`src/hw/rtl/gr8_pkg.sv`:
```
// Package of the glyph rasterizer: types, register indexes, reset values, font ROM.
// Used by every module of the block but gr8_checker; depends on nothing.
`timescale 1ns / 1ps

package gr8_pkg;

	localparam int FONT_CHARS = 128;

	localparam int PosW    = 16;
	localparam int CodeW   = 8;
	localparam int ColorW  = 32;
	localparam int IndexW  = 25;
	localparam int WidthW  = 13;
	localparam int HeightW = 13;
	localparam int PitchW  = 14;
	localparam int CfgW    = 14;
	localparam int CoordW  = PosW + 1;
	localparam int GlyphW  = 64;
	localparam int BitIdxW = 6;

	localparam logic [WidthW-1:0]  WidthReset  = 13'd640;
	localparam logic [HeightW-1:0] HeightReset = 13'd480;
	localparam logic [PitchW-1:0]  PitchReset  = 14'd640;

	typedef enum logic [1:0] {
		REG_SCREEN_WIDTH  = 2'd0,
		REG_SCREEN_HEIGHT = 2'd1,
		REG_LINE_PITCH    = 2'd2
	} cfg_reg_t;

	// One character after clipping: bit row*8+col set for every visible pixel.
	typedef struct packed {
		logic [GlyphW-1:0] mask;
		logic [PosW-1:0]   pos_x;
		logic [PosW-1:0]   pos_y;
		logic [ColorW-1:0] color;
	} item_t;

	// Glyph bitmap, row r in bits [8r+7:8r], column 0 at the high bit of each byte.
	function automatic logic [GlyphW-1:0] font_glyph(input logic [CodeW-1:0] code);
		logic [GlyphW-1:0] g;
		g = '0;
		if ({1'b0, code} < 9'(FONT_CHARS)) begin
			case (code)
				8'h48: g = 64'h00424242_7E424242; // H
				8'h41: g = 64'h0042427E_42422418; // A
				8'h43: g = 64'h003C4240_4040423C; // C
				8'h4F: g = 64'h003C4242_4242423C; // O
				8'h53: g = 64'h003C4202_3C40423C; // S
				8'h21: g = 64'h00080008_08080808; // !
				8'h30: g = 64'h003C4262_524A463C;
				8'h31: g = 64'h001C0808_08081808;
				8'h32: g = 64'h007E4030_0C02423C;
				8'h33: g = 64'h003C4202_1C02423C;
				8'h34: g = 64'h0004047E_24140C04;
				8'h35: g = 64'h003C4202_027C407E;
				8'h36: g = 64'h003C4242_7C40201C;
				8'h37: g = 64'h00101010_0804027E;
				8'h38: g = 64'h003C4242_3C42423C;
				8'h39: g = 64'h00380402_3E42423C;
				8'h78: g = 64'h00422418_24420000; // x
				8'h2E: g = 64'h00080000_00000000; // .
				8'h3A: g = 64'h00000800_00080000; // :
				default: g = '0;
			endcase
		end
		return g;
	endfunction

endpackage

```
`src/hw/rtl/glyph_rasterizer_8x8.sv`:
```
// An accepted request passes the queue, the current-character registers, stage 1, stage 2
// and the output register before its first pixel write. Throughput: one pixel write per
// cycle unless m_axis_tready stalls, one per set bit of a character's clipped mask (up to 64).
// Blank or fully clipped characters produce no writes; requests enter while writes drain.
// Reset: registers return to width 640, height 480, pitch 640; queue and pipeline empty.
`timescale 1ns / 1ps

module glyph_rasterizer_8x8 (
	input  logic                        clk,
	input  logic                        arst_n,
	input  logic                        cfg_we,
	input  logic [1:0]                  cfg_index,
	input  logic [gr8_pkg::CfgW-1:0]    cfg_data,
	// pos_x[15:0], pos_y[31:16], char_code[39:32], color[71:40]
	input  logic [71:0]                 s_axis_tdata,
	input  logic                        s_axis_tvalid,
	output logic                        s_axis_tready,
	// pixel_index[24:0], pixel_color[56:25], zero[63:57]
	output logic [63:0]                 m_axis_tdata,
	output logic                        m_axis_tlast,
	output logic                        m_axis_tvalid,
	input  logic                        m_axis_tready
);

	logic [gr8_pkg::WidthW-1:0]  screen_width_q;
	logic [gr8_pkg::HeightW-1:0] screen_height_q;
	logic [gr8_pkg::PitchW-1:0]  line_pitch_q;

	logic           q_full;
	logic           push;
	gr8_pkg::item_t push_item;
	logic           pop;
	logic           head_valid;
	gr8_pkg::item_t head_item;

	always_ff @(posedge clk or negedge arst_n) begin
		if (!arst_n) begin
			screen_width_q  <= gr8_pkg::WidthReset;
			screen_height_q <= gr8_pkg::HeightReset;
			line_pitch_q    <= gr8_pkg::PitchReset;
		end else if (cfg_we) begin
			case (cfg_index)
				gr8_pkg::REG_SCREEN_WIDTH:
					screen_width_q <= cfg_data[gr8_pkg::WidthW-1:0];
				gr8_pkg::REG_SCREEN_HEIGHT:
					screen_height_q <= cfg_data[gr8_pkg::HeightW-1:0];
				gr8_pkg::REG_LINE_PITCH:
					line_pitch_q <= cfg_data;
				default: ;
			endcase
		end
	end

	gr8_front u_front (
		.s_axis_tdata  (s_axis_tdata),
		.s_axis_tvalid (s_axis_tvalid),
		.s_axis_tready (s_axis_tready),
		.screen_width  (screen_width_q),
		.screen_height (screen_height_q),
		.q_full        (q_full),
		.push          (push),
		.push_item     (push_item)
	);

	gr8_queue u_queue (
		.clk        (clk),
		.arst_n     (arst_n),
		.push       (push),
		.push_item  (push_item),
		.pop        (pop),
		.full       (q_full),
		.head_valid (head_valid),
		.head_item  (head_item)
	);

	gr8_back u_back (
		.clk           (clk),
		.arst_n        (arst_n),
		.line_pitch    (line_pitch_q),
		.head_valid    (head_valid),
		.head_item     (head_item),
		.pop           (pop),
		.m_axis_tdata  (m_axis_tdata),
		.m_axis_tlast  (m_axis_tlast),
		.m_axis_tvalid (m_axis_tvalid),
		.m_axis_tready (m_axis_tready)
	);

endmodule

```
`src/hw/rtl/gr8_front.sv`:
```
// Front end: decode a character request, look up its glyph and clip it to the screen.
// Depends on gr8_pkg; feeds gr8_queue.
`timescale 1ns / 1ps

module gr8_front (
	input  logic [71:0]                  s_axis_tdata,
	input  logic                         s_axis_tvalid,
	output logic                         s_axis_tready,
	input  logic [gr8_pkg::WidthW-1:0]   screen_width,
	input  logic [gr8_pkg::HeightW-1:0]  screen_height,
	input  logic                         q_full,
	output logic                         push,
	output gr8_pkg::item_t               push_item
);

	logic [gr8_pkg::PosW-1:0]   pos_x;
	logic [gr8_pkg::PosW-1:0]   pos_y;
	logic [gr8_pkg::CodeW-1:0]  char_code;
	logic [gr8_pkg::GlyphW-1:0] glyph;
	logic [7:0]                 row_vis;
	logic [7:0]                 col_vis;
	logic [gr8_pkg::GlyphW-1:0] mask;

	assign pos_x     = s_axis_tdata[15:0];
	assign pos_y     = s_axis_tdata[31:16];
	assign char_code = s_axis_tdata[39:32];
	assign glyph     = gr8_pkg::font_glyph(char_code);

	always_comb begin
		for (int i = 0; i < 8; i++) begin
			row_vis[i] = ({1'b0, pos_y} + gr8_pkg::CoordW'(i))
				< gr8_pkg::CoordW'(screen_height);
			col_vis[i] = ({1'b0, pos_x} + gr8_pkg::CoordW'(i))
				< gr8_pkg::CoordW'(screen_width);
		end
		for (int r = 0; r < 8; r++) begin
			for (int c = 0; c < 8; c++) begin
				mask[r*8 + c] = glyph[r*8 + 7 - c] & row_vis[r] & col_vis[c];
			end
		end
	end

	assign s_axis_tready = !q_full;

	// Drop requests that leave nothing on screen.
	assign push = s_axis_tvalid && !q_full && (mask != '0);

	assign push_item.mask  = mask;
	assign push_item.pos_x = pos_x;
	assign push_item.pos_y = pos_y;
	assign push_item.color = s_axis_tdata[71:40];

endmodule

```
`src/hw/rtl/gr8_queue.sv`:
```
// Two-entry queue of clipped characters between front end and pixel walker.
// Depends on gr8_pkg.
`timescale 1ns / 1ps

module gr8_queue (
	input  logic           clk,
	input  logic           arst_n,
	input  logic           push,
	input  gr8_pkg::item_t push_item,
	input  logic           pop,
	output logic           full,
	output logic           head_valid,
	output gr8_pkg::item_t head_item
);

	gr8_pkg::item_t entry_q [2];
	logic           wr_ptr_q;
	logic           rd_ptr_q;
	logic [1:0]     count_q;

	assign full       = (count_q == 2'd2);
	assign head_valid = (count_q != 2'd0);
	assign head_item  = entry_q[rd_ptr_q];

	always_ff @(posedge clk or negedge arst_n) begin
		if (!arst_n) begin
			wr_ptr_q <= 1'b0;
			rd_ptr_q <= 1'b0;
			count_q  <= 2'd0;
		end else begin
			if (push) wr_ptr_q <= !wr_ptr_q;
			if (pop)  rd_ptr_q <= !rd_ptr_q;
			if (push && !pop)      count_q <= count_q + 2'd1;
			else if (pop && !push) count_q <= count_q - 2'd1;
		end
	end

	always_ff @(posedge clk) begin
		if (push) entry_q[wr_ptr_q] <= push_item;
	end

endmodule

```
`src/hw/rtl/gr8_back.sv`:
```
// Back end: walk the visible pixels of one character a cycle at a time unless the
// output stalls, and form writes. Depends on gr8_pkg; takes characters from gr8_queue.
`timescale 1ns / 1ps

module gr8_back (
	input  logic                        clk,
	input  logic                        arst_n,
	input  logic [gr8_pkg::PitchW-1:0]  line_pitch,
	input  logic                        head_valid,
	input  gr8_pkg::item_t              head_item,
	output logic                        pop,
	output logic [63:0]                 m_axis_tdata,
	output logic                        m_axis_tlast,
	output logic                        m_axis_tvalid,
	input  logic                        m_axis_tready
);

	// Current character
	logic [gr8_pkg::GlyphW-1:0] mask_q;
	logic [gr8_pkg::PosW-1:0]   pos_x_q;
	logic [gr8_pkg::PosW-1:0]   pos_y_q;
	logic [gr8_pkg::ColorW-1:0] color_q;
	logic                       cur_valid_q;

	logic                        en;
	logic [gr8_pkg::GlyphW-1:0]  pick;
	logic [gr8_pkg::GlyphW-1:0]  mask_next;
	logic [gr8_pkg::BitIdxW-1:0] bit_idx;
	logic                        last_pick;

	// Stage 1: pixel coordinates
	logic                        valid_s1;
	logic [gr8_pkg::CoordW-1:0]  x_s1;
	logic [gr8_pkg::CoordW-1:0]  y_s1;
	logic [gr8_pkg::ColorW-1:0]  color_s1;
	logic                        last_s1;

	// Stage 2: row offset
	logic                        valid_s2;
	logic [gr8_pkg::CoordW-1:0]  x_s2;
	logic [gr8_pkg::IndexW-1:0]  row_off_s2;
	logic [gr8_pkg::ColorW-1:0]  color_s2;
	logic                        last_s2;
	logic [gr8_pkg::CoordW+gr8_pkg::PitchW-1:0] product;

	// Output register
	logic                        valid_q;
	logic [gr8_pkg::IndexW-1:0]  index_q;
	logic [gr8_pkg::ColorW-1:0]  out_color_q;
	logic                        last_q;

	assign en = !valid_q || m_axis_tready;

	// Lowest set bit comes first: rows top down, columns left to right.
	assign pick      = mask_q & (~mask_q + gr8_pkg::GlyphW'(1));
	assign mask_next = mask_q & ~pick;
	assign last_pick = (mask_next == '0);

	always_comb begin
		bit_idx = '0;
		for (int k = 0; k < gr8_pkg::GlyphW; k++) begin
			if (pick[k]) bit_idx = bit_idx | gr8_pkg::BitIdxW'(k);
		end
	end

	assign pop = head_valid && (!cur_valid_q || (en && last_pick));

	always_ff @(posedge clk or negedge arst_n) begin
		if (!arst_n) begin
			cur_valid_q <= 1'b0;
		end else if (pop) begin
			cur_valid_q <= 1'b1;
		end else if (en && last_pick) begin
			cur_valid_q <= 1'b0;
		end
	end

	always_ff @(posedge clk) begin
		if (pop) begin
			mask_q  <= head_item.mask;
			pos_x_q <= head_item.pos_x;
			pos_y_q <= head_item.pos_y;
			color_q <= head_item.color;
		end else if (en && cur_valid_q) begin
			mask_q <= mask_next;
		end
	end

	always_ff @(posedge clk or negedge arst_n) begin
		if (!arst_n) begin
			valid_s1 <= 1'b0;
			valid_s2 <= 1'b0;
			valid_q  <= 1'b0;
		end else if (en) begin
			valid_s1 <= cur_valid_q;
			valid_s2 <= valid_s1;
			valid_q  <= valid_s2;
		end
	end

	assign product = y_s1 * line_pitch;

	always_ff @(posedge clk) begin
		if (en) begin
			x_s1     <= {1'b0, pos_x_q} + gr8_pkg::CoordW'(bit_idx[2:0]);
			y_s1     <= {1'b0, pos_y_q} + gr8_pkg::CoordW'(bit_idx[5:3]);
			color_s1 <= color_q;
			last_s1  <= last_pick;

			x_s2       <= x_s1;
			row_off_s2 <= product[gr8_pkg::IndexW-1:0];
			color_s2   <= color_s1;
			last_s2    <= last_s1;

			index_q     <= row_off_s2 + gr8_pkg::IndexW'(x_s2);
			out_color_q <= color_s2;
			last_q      <= last_s2;
		end
	end

	assign m_axis_tvalid = valid_q;
	assign m_axis_tlast  = last_q;
	assign m_axis_tdata  = {7'd0, out_color_q, index_q};

endmodule

```
`config.mk`:
```
export PLATFORM = sky130hd
export DESIGN_NAME = glyph_rasterizer_8x8
export DESIGN_NICKNAME = d
export VERILOG_FILES = /design/src/hw/rtl/gr8_pkg.sv /design/src/hw/rtl/glyph_rasterizer_8x8.sv /design/src/hw/rtl/gr8_front.sv /design/src/hw/rtl/gr8_queue.sv /design/src/hw/rtl/gr8_back.sv
export SDC_FILE = /design/constraint.sdc
export NUM_CORES = 2
export LEC_CHECK = 0
export BUFFER_PORTS_ARGS = -buffer_cell sky130_fd_sc_hd__buf_2
export CAP_MARGIN = 20
export CORE_ASPECT_RATIO = 2
export CORE_MARGIN = 3
export CORE_UTILIZATION = 55
export DETAILED_ROUTE_END_ITERATION = 12
export PLACE_DENSITY = 0.72
export SYNTH_ARGS = -nofsm -noshare
export SYNTH_HDL_FRONTEND = slang
export SYNTH_SLANG_ARGS = --single-unit
```
`constraint.sdc`:
```
create_clock -name clk -period 13.1 [get_ports clk]
set_input_delay 3.93 -clock clk [delete_from_list [all_inputs] [get_ports clk]]
set_output_delay 3.93 -clock clk [all_outputs]
set_load 0.02 [all_outputs]
```
# Yosys cells after proc, flatten, opt, wreduce, memory -nomap -nowiden

Memories as Yosys holds them, arrays and structs flattened.
Index checks and enable logic that the tools add are counted.

Memory bits (writable): 256
Memories: 1
Logic and storage cells: 330
Input bits: 93
Flip-flop bits (word level): 376
Output and inout bits: 67

$mul: 1
Bitwise logic cells: 132
Muxes and demuxes: 83
Reduce and logical (&&, ||, !) cells: 26
Order comparisons: 17
Add/subtract/negate cells: 20
Eq/ne operators: 25

Memory list:

| memory          | words | width | rd ports | clocked after Yosys merged registers in | wr ports | line            | RTL |
|---|---|---|---|---|---|---|---|
| u_queue.entry_q | 2     | 128   | 1        | 0                                       | 1        | gr8_queue.sv:16 | `gr8_pkg::item_t entry_q [2];` |

Operator list:

| operator                                                         | count |
|---|---|
| 55-bit one-hot mux with 19 select lines                          | 1 |
| 64-bit two-way mux                                               | 5 |
| 17-bit by 13-bit < comparator with 1-bit output                  | 14 |
| 6-bit two-way mux                                                | 32 |
| 16-bit by 3-bit adder with 17-bit output (second input constant) | 8 |
| 1-bit bitwise AND                                                | 128 |
| 64-bit bitwise AND                                               | 2 |
| 64-bit NOT                                                       | 2 |
| 8-bit by 6-bit == test with 1-bit output (second input constant) | 13 |
| 5-bit two-way mux                                                | 16 |
| 16-bit by 2-bit adder with 17-bit output (second input constant) | 4 |
| 64-bit by 1-bit adder with 64-bit output (second input constant) | 1 |
| 64-bit zero test                                                 | 1 |
| 64-bit nonzero test                                              | 1 |
| 13-bit two-way mux                                               | 4 |
| 8-bit by 7-bit == test with 1-bit output (second input constant) | 6 |
| 16-bit by 1-bit adder with 17-bit output (second input constant) | 2 |
| 16-bit by 3-bit adder with 17-bit output                         | 2 |
| 16-bit by 13-bit < comparator with 1-bit output                  | 2 |
| 4-bit two-way mux                                                | 8 |
| 14-bit two-way mux                                               | 2 |
| 25-bit by 17-bit adder with 25-bit output                        | 1 |
| 17-bit by 14-bit multiplier with 25-bit output                   | 1 |
| 3-bit two-way mux                                                | 4 |
| other kinds (14)                                                 | 44 |

# Logic depth before layout (Yosys ltp)

Word-level depth: 67
Depth in mapped cells: 25
Gate-level depth less buffers: 23

# Hierarchy

A second synthesis with hierarchy kept.

Cells, all modules: 3,676
Area total of the unflattened synthesis: 42,016.5 sq um

Modules (own cells, without submodules):

| module               | seq. area each (sq um) | times used | cells an instance | area an instance (sq um) |
|---|---|---|---|---|
| gr8_back             | 9,949.5                | 1          | 1,998             | 22,604.2 |
| gr8_queue            | 7,787.5                | 1          | 414               | 9,469.1 |
| gr8_front            | 0.0                    | 1          | 1,178             | 8,434.3 |
| glyph_rasterizer_8x8 | 1,011.0                | 1          | 86                | 1,508.9 |

# Worst setup path after synthesis

No wires, ideal clock.

Kind: input port to flip-flop
From: input port s_axis_tdata[20]
To: memory u_queue.entry_q[0][0] (netlist name), enable pin
Path slack: -3.034 ns
Data required time: 12.372 ns
Arrival time: 15.406 ns
Path buffers: 2
Library setup time: 0.728 ns
Stages: 18
Cells stage by stage: buf_1 -> and3_1 -> nand3_1 -> nor2_1 -> nand2_1 -> xnor2_1 -> ha_1 -> a21oi_1 -> o21ai_0 -> a21oi_1 -> o21ai_0 -> or4b_2 -> clkbuf_1 -> a2111oi_0 -> nor4_1 -> o221ai_1 -> nor4_1 -> a211oi_1

RTL lines:

| item            | line                       | RTL |
|---|---|---|
| start, declared | glyph_rasterizer_8x8.sv:15 | `input logic [71:0] s_axis_tdata,` |
| end, declared   | gr8_queue.sv:16            |  |

==> run metrics <==
initial core utilization=55.85%; R2R setup slack=6.02 ns; wire length per cell=24.88 µm; RSZ-0062 raised after global routing=no; share of cells above drive strength 1=11.64%; mapped cell area=37550 µm²; Setup TNS=0 ns; worst skew pair latency=0.60 ns; I/O pin cnt=160; largest fanout on the critical path=57; Fin. Hold Viols=0; DPL Wire Length=83070 µm; Area after DPL=39050 µm²; pin count of the biggest net entering global routing=88; max-cap violation count=0; CP Capture Type=flip-flop; post-route minimum period=9.560 ns; Yosys cell types=88; largest family of logic cells by synthesized area=adder cells; Syn Area/Cell=11.45 µm²; Crit path arrival time=9.80 ns; Highest Clock Rate=0.1046 GHz; Vias=25.97k; Overall Power=9.932 mW; hold path endpoint=u_back.x_s2[3]$_DFFE_PP_; die area=71630 µm²; capturing point of the worst reg2reg path=u_back.row_off_s2[24]$_DFFE_PP_; post-DR vias/cell=6.050; area leader, netlist=edfxtp_1; count leader, synth=edfxtp_1; GRT overflow=0; fraction of the mapped netlist area in adder cells=17.49%; Setup crit start=s_axis_tdata[19]; initial drt markers=1724; CTS Root Cell=clkbuf_16; #FFs+latches synth=587; R2R depth=21; RD Place Congestion=0.9674; ANT nets after route=0; hold crit path type=flip-flop to flip-flop; width of the die=190.8 µm; nets=3882; Yosys top cell area share=43.11%; Max rail drop VDD=504.0 µV; cell row count=134; CTS buffer count=45; die height=375.5 µm; drt first pass iters=5; hold_sp=u_back.x_s1[3]$_DFFE_PP_; # port buffers=152; multiplexer share of the synthesized area=5.082%; CTS Sinks=587; Final Max Tran Viols=0; hold_buf cts=0; simple logic cell fraction of the synthesized area=14.05%; GRT Total Usage=29.89%; CP Class=input port to flip-flop; LEAKAGE=16.34 nW; Final WS setup=3.540 ns; Post-Route WL=106800 µm; CP required=13.34 ns; Post-CTS Resized=0; status=complete, no violations; top_reg_cell synth=edfxtp_1; Design Area, Final=40640 µm²; initial antenna violation count=13; H-tree depth=2; Core ar.=67230 µm²; FFs w/ async S/R, synth=8.177%; first-pass GRT wire length=161600 µm; Synthesis Warnings=0; vias in the first global route=27.50k; CTS tree=yes; Setup WS pre-CTS=2.414 ns; worst hold path depth=0; Worst-Margin Slew=1.130 ns; critical path startpoint category=input port; sequential area share after synthesis=46.33%; final setup fails=0; top post-synthesis cells by count=edfxtp_1 (539), nand2_1 (275), inv_1 (262); reg-to-reg startpoint=line_pitch_q[6]$_DFFE_PN0P_; CTS Buffer Depth=3; Gate Count Post-Synth=3279; Reg clk slew, reported paths=0.07 ns; DRC viols=0; fin crit share=72.98%; Layout area overhead=8.228%; PwrDens=244.4 nW/µm²; Max transition margin=24.67%; Synth Area in Compound Gates=7.631%; skew final=0.03404 ns; Post CTS Setup Buffer Count=0; Area contributors post-synth=edfxtp_1 (43%), fa_1 (8.9%), ha_1 (8.6%), mux2_2 (3.0%), nand2_1 (2.7%); EDFF count, synth=539; Synth Area in XOR/XNOR=5.155%
==> how the worst max path moves through the flow <==
stage / slack [ns] / to
after detailed placement: 2.41 / u_queue.entry_q[1][19]$_DFFE_PP_
after global placement: 2.56 / u_queue.entry_q[0][1]$_DFFE_PP_
after floorplan: -3.03 / u_queue.entry_q[0][0]$_DFFE_PP_
final: 3.54 / u_queue.entry_q[1][38]$_DFFE_PP_
after global routing: 3.17 / u_queue.entry_q[1][38]$_DFFE_PP_
after CTS: 3.03 / u_queue.entry_q[1][25]$_DFFE_PP_
==> state kept, by name, summed over array words and instances, names as in the netlist, 25 cells and up <==
name / count
u_back.row_off_s2: 25
u_back.mask_q: 63
u_back.out_color_q: 32
u_back.color_s2: 32
u_back.color_q: 32
u_back.index_q: 25
u_back.color_s1: 32
u_queue.entry_q: 212
==> metal layers <==
layer | vias to the layer above | wire length (µm) | GRT usage (%)
met5 | - | 13 | 0
met4 | 2 | 7480 | 17.85
met3 | 317 | 4054 | 2.566
met2 | 904 | 59140 | 57.45
met1 | 12854 | 36100 | 30.88
li1 | 11889 | - | -
==> layout make-up <==
cell class / instances / area (µm²)
Sequential cell: 587 / 17400
Inverter: 262 / 991.0
Antenna cell: 6 / 15.01
Fill cell: 5357 / 26600
Multi-Input combinational cell: 2294 / 18620
Timing Repair Buffer: 175 / 968.4
Clock buffer: 51 / 1159
Clock inverter: 33 / 375.4
Tap cell: 884 / 1106
==> critical path, cell delays in order <==
cell,delay (ns)
buf_2,0.32
ha_1,0.41
and3_1,0.28
nand3_1,0.23
nor2_1,0.34
nand2_1,0.11
xnor2_1,0.14
ha_1,0.32
a21oi_1,0.16
o21ai_0,0.15
a21oi_1,0.15
o21ai_0,0.09
or4b_2,0.85
a2111oi_0,0.89
nor4_1,0.17
o221ai_1,0.13
nor4_1,0.16
a211oi_4,0.36
buf_8,0.23
buf_12,0.29
==> placed cells by master, fill, tap and decap left out, types with 77 or more instances in the layout <==
cell type / instances
edfxtp_1: 539
nand2_1: 275
inv_1: 261
ha_1: 257
nor2_1: 195
fa_1: 167
buf_2: 154
xnor2_1: 117
a21oi_1: 111
and2_1: 111
xor2_1: 104
mux2_2: 99
nor3_1: 94
o21ai_0: 79
mux2i_1: 77
==> stage by stage <==
step | util, % | hold slack, ns | cells
floorplan | - | 0.4003 | 3285
global placement | 58.08 | 0.4006 | 4198
detailed placement | 58.09 | 0.4045 | 4199
CTS | 60.37 | 0.4082 | 4283
global route | 60.44 | 0.4183 | 4292
finish | 60.44 | 0.4186 | 4292
==> kinds of logic (layout without fill, tap and decap cells) <==
logic type               after synthesis  count (layout)
XOR/XNOR                             221             221
other                                  1              13
adder cells (fa/ha/maj)              425             425
buffers and inverters                404             521
AO/OA/AOI/OAI                        431             431
flip-flops                           587             587
AND/OR/NAND/NOR                     1032            1032
multiplexers                         178             178
==> where the power goes <==
part | switching, mW | leakage, nW | internal (mW)
Combinational | 3.26 | 9.96 | 2.49
Sequential | 0.181 | 5.64 | 2.59
Clock | 0.673 | 0.731 | 0.737
(Power assumes the default switching activity.)
